### config.mk
export PLATFORM = sky130hd
export DESIGN_NAME = sjtm_queue
export DESIGN_NICKNAME = d
export VERILOG_FILES = /design/src/design/sjtm_pkg.sv /design/src/design/sjtm_queue.sv
export SDC_FILE = /design/constraint.sdc
export NUM_CORES = 1
export LEC_CHECK = 0
export BUFFER_PORTS_ARGS = -buffer_cell sky130_fd_sc_hd__clkbuf_2
export CAP_MARGIN = 20
export CORE_MARGIN = 1.5
export CORE_UTILIZATION = 45
export CTS_BUF_LIST = sky130_fd_sc_hd__clkbuf_16
export DETAILED_ROUTE_END_ITERATION = 10
export PLACE_DENSITY = 0.74
export SLEW_MARGIN = 15
export SYNTH_ARGS = -nofsm -noshare
export SYNTH_HDL_FRONTEND = slang
export SYNTH_SLANG_ARGS = --single-unit
### constraint.sdc
create_clock -name clk_i -period 7.9 [get_ports clk_i]
set_clock_uncertainty 0.05 [all_clocks]
set_input_delay 1.185 -clock clk_i [delete_from_list [all_inputs] [get_ports clk_i]]
set_output_delay 1.185 -clock clk_i [all_outputs]
set_load 0.01 [all_outputs]
### src/design/sjtm_pkg.sv
package sjtm_pkg;

  localparam int unsigned TABLE_DEPTH = 1024;
  localparam int unsigned IDX_W       = (TABLE_DEPTH > 1) ? $clog2(TABLE_DEPTH) : 1;
  localparam int unsigned CNT_W       = $clog2(TABLE_DEPTH + 1);

  localparam int unsigned DATA_W     = 32;
  localparam int unsigned TOL_W      = 16;
  localparam int unsigned CFG_IDX_W  = 2;
  localparam int unsigned CFG_DATA_W = 16;

  localparam int unsigned QUEUE_DEPTH = 2;
  localparam int unsigned QPTR_W      = 1;
  localparam int unsigned QCNT_W      = 2;

  localparam logic [CFG_IDX_W-1:0] CFG_LEN_FROM_POS = 2'd0;
  localparam logic [CFG_IDX_W-1:0] CFG_POS_TOL      = 2'd1;

  localparam logic             LEN_FROM_POS_RESET = 1'b1;
  localparam logic [TOL_W-1:0] POS_TOL_RESET      = 16'd5;

  localparam logic KIND_LOAD  = 1'b0;
  localparam logic KIND_QUERY = 1'b1;

  typedef enum logic [1:0] {
    OP_APPEND,
    OP_DROP,
    OP_QUERY
  } op_e;

  typedef struct packed {
    op_e               op;
    logic [DATA_W-1:0] span;
    logic [DATA_W-1:0] first;
    logic [DATA_W-1:0] second;
  } cmd_t;

  typedef struct packed {
    logic [DATA_W-1:0] span;
    logic [DATA_W-1:0] first;
    logic [DATA_W-1:0] second;
  } entry_t;

  typedef struct packed {
    logic             length_from_positions;
    logic [TOL_W-1:0] position_tolerance;
  } cfg_t;

  function automatic logic [DATA_W-1:0] abs_diff(input logic [DATA_W-1:0] a,
                                                 input logic [DATA_W-1:0] b);
    return (a >= b) ? (a - b) : (b - a);
  endfunction

endpackage

### src/design/sjtm_queue.sv
module sjtm_queue import sjtm_pkg::*; (
  input  logic clk_i,
  input  logic rst_ni,
  input  logic push_valid_i,
  input  cmd_t push_cmd_i,
  output logic push_ready_o,
  output logic pop_valid_o,
  output cmd_t pop_cmd_o,
  input  logic pop_ready_i
);

  cmd_t              slot_q [QUEUE_DEPTH];
  logic [QPTR_W-1:0] wr_ptr_q, wr_ptr_d;
  logic [QPTR_W-1:0] rd_ptr_q, rd_ptr_d;
  logic [QCNT_W-1:0] fill_q, fill_d;
  logic              push, pop;

  assign push_ready_o = (fill_q != QCNT_W'(QUEUE_DEPTH));
  assign pop_valid_o  = (fill_q != '0);
  assign pop_cmd_o    = slot_q[rd_ptr_q];
  assign push         = push_valid_i && push_ready_o;
  assign pop          = pop_valid_o && pop_ready_i;

  always_comb begin
    wr_ptr_d = push ? wr_ptr_q + QPTR_W'(1) : wr_ptr_q;
    rd_ptr_d = pop ? rd_ptr_q + QPTR_W'(1) : rd_ptr_q;
    fill_d   = fill_q;
    if (push && !pop) begin
      fill_d = fill_q + QCNT_W'(1);
    end else if (pop && !push) begin
      fill_d = fill_q - QCNT_W'(1);
    end
  end

  always_ff @(posedge clk_i) begin
    if (push) begin
      slot_q[wr_ptr_q] <= push_cmd_i;
    end
  end

  always_ff @(posedge clk_i or negedge rst_ni) begin
    if (!rst_ni) begin
      wr_ptr_q <= '0;
      rd_ptr_q <= '0;
      fill_q   <= '0;
    end else begin
      wr_ptr_q <= wr_ptr_d;
      rd_ptr_q <= rd_ptr_d;
      fill_q   <= fill_d;
    end
  end

endmodule

==> metrics.txt <==
DR iter-0 viols=between 150 and 200; Die ar.=16,980 µm²; Power, Total=~3400 µW; clock root buffer=clkbuf_16; vias in the first global route=just under 4k; worst path required time=6.66 ns; PD cells=between 300 and 400 nW/µm²; CTS tree=done; worst vdd ir=around 0.00022 V; Core Area=between 15,000 and 20,000 µm²; minimum clock period=roughly 3.8 ns; Chip Height=~130 µm; Skew-Pair Late Insertion Delay=approximately 0.4 ns; fillers=between 1k and 1.5k; hold buffer count at cts=0; hold endpoint=fill_q[1]; status=finished, final reports clean; H-Tree Depth=4; final worst slack=slightly above 4 ns; hold wc startpoint=fill_q[1]; Area Overhead vs Synth=25.66%; average wire per standard cell=roughly 17 µm; library cells used by synthesis=15; initial core utilization=a little under half; Tot GR Track Use=roughly 15%; vias per cell=between 4 and 5; # rows=between 40 and 50; Storage cell area=5989 µm²; vias post-DR=3,640; Highest Clock Rate=0.2608 GHz; hold path depth=1; area of the multi-input gates=1244 µm²; ANT cells=0; gr ovfl total=0; Hold WC Path Type=reg -> reg; critical path peak fanout=52; cts repair resizes=0; Top Ports=202; share of layout cells above drive strength 1=61.38%; nets=639; Die W=around 130 µm; initial antenna violation count=0; Slew HR=between 50% and 60%; Post-route DRC=0; RSZ-0062 raised after global routing=false; largest net degree at the start of global routing=53; Final TNS setup=0 ns; hpwl dp=between 8000 and 9000 µm; CTS sink cnt=200; post-CTS setup buffer count=0; Netlist Area Pre-Place=7294 µm²; Worst R2R End=slot_q[0][70]; Reg clk slew, reported paths=0.06 ns; Worst EP arrival=2.60 ns; Cells after Synth=323; max-cap viol count=0; LEAKAGE=~0.0035 µW; Final period util=between 40% and 50%; Synth Area per Inst=between 20 and 25 µm²; Setup-failing EPs final=0; I/O Buffers=around 200; critical path class=reg -> out; worst r2r src=fill_q[0]; Worst setup SP type=register; ANT nets after route=0; Placement Setup Slack=approximately 4.5 ns; Final Hold Fails=0; Slew @ Worst Pin=0.7005 ns; gpl congestion=around 0.73; Seq cells post-synth=200; crit end category=output pin; Worst R2R Path Depth=5; Synthesized Nets=between 400 and 500; Max Slew Vio Count=0; Total Wirelength=~13,000 µm; reg2reg setup slack=roughly 5.4 ns; first-pass GRT wire length=~19,000 µm; Max Buffers Root-to-Sink=2; Ys Warns=0; sequential area share after synthesis=82.06%; total CTS buffers=17; DR pass1 iterations=4
routing by layer:
layer,GRT usage [%],vias to the layer above,wire [µm]
met1,16.74,1773,5073
met3,5.822,23,1003
met2,25.79,138,6408
met4,7.778,0,314
met5,0,-,0
li1,-,1706,-
synthesized netlist by cell type:
master      n  area (µm²)
edfxtp_1  196        5886
mux2_2     88       991.0
mux2_4     10       150.1
buf_2       8       40.04
dfrtp_1     4       100.1
buf_6       3       33.78
xnor2_1     3       26.28
nand2_1     2       7.510
nor2_1      2       7.510
xor2_1      2       17.52
and3_1      1       6.260
ha_1        1       12.51
inv_1       1       3.750
nand2b_1    1       6.260
or2_2       1       6.260
worst max path at each step:
stage | startpoint | end | slack [ns]
global route | rd_ptr_q | pop_cmd_o[25] | 3.92
CTS | rd_ptr_q | pop_cmd_o[31] | 4.01
finish | rd_ptr_q | pop_cmd_o[31] | 4.07
global placement | rd_ptr_q | pop_cmd_o[29] | 4.53
floorplan | push_valid_i | slot_q[0][0] | 1.94
detailed placement | rd_ptr_q | pop_cmd_o[31] | 4.47
flip-flops by register name, summed over array words and instances, names as in the netlist:
| name | count |
|---|---|
| rd_ptr_q | 1 |
| slot_q | 196 |
| fill_q | 2 |
| wr_ptr_q | 1 |
worst max-delay path, cell delays in order (launching register included):
cell and delay, ns:
dfrtp_4 0.87, buf_4 0.65, mux2_2 0.43, clkbuf_2 0.13
power breakdown:
part / switching (µW) / internal, µW / total (µW)
Sequential: 106 / 1450 / 1560
Clock: 370 / 533 / 903
Combinational: 491 / 444 / 935
placed cells by master, fill, tap and decap left out:
cell,instances
nand2_1,2
xor2_1,2
bufinv_16,4
buf_4,4
ha_1,1
inv_6,4
nor2_4,1
clkinv_4,1
nand2b_1,1
clkbuf_16,17
dfrtp_1,3
clkinv_1,1
dfrtp_4,1
xnor2_1,3
clkinv_2,3
mux2_4,10
mux2_2,88
clkbuf_2,201
inv_8,1
nor2_1,1
or2_2,1
inv_1,2
and3_4,1
edfxtp_1,196
metrics by stage:
step / instance area (µm²) / hold WS [ns] / std cells / util [%]
2_1_floorplan: 7295 / 0.4059 / 323 / -
3_3_place_gp: 8543 / 0.4204 / 733 / 53.78
3_5_place_dp: 8543 / 0.4500 / 733 / 53.78
4_1_cts: 9166 / 0.4591 / 765 / 57.70
5_1_grt: 9166 / 0.4956 / 765 / 57.70
6_report: 9166 / 0.4563 / 765 / 57.70
cell type report:
cell class / instances / share of cell area, %
tap: 216 / 2.948
multi-input combinational: 111 / 13.57
clock buffer: 17 / 4.641
clock inverter: 15 / 2.157
sequential: 200 / 65.34
inverter: 1 / 0.04095
timing repair buffer: 205 / 11.30
cells by family (layout without fill, tap and decap cells):
family / after synthesis / count (layout) / share of synthesized area, %
flops: 200 / 200 / 82.06
mux: 98 / 98 / 15.64
buf+inv: 12 / 238 / 1.063
simple gates: 7 / 7 / 0.4634
xor+xnor: 5 / 5 / 0.6005
fa+ha+maj: 1 / 1 / 0.1715
(Power assumes the default switching activity.)
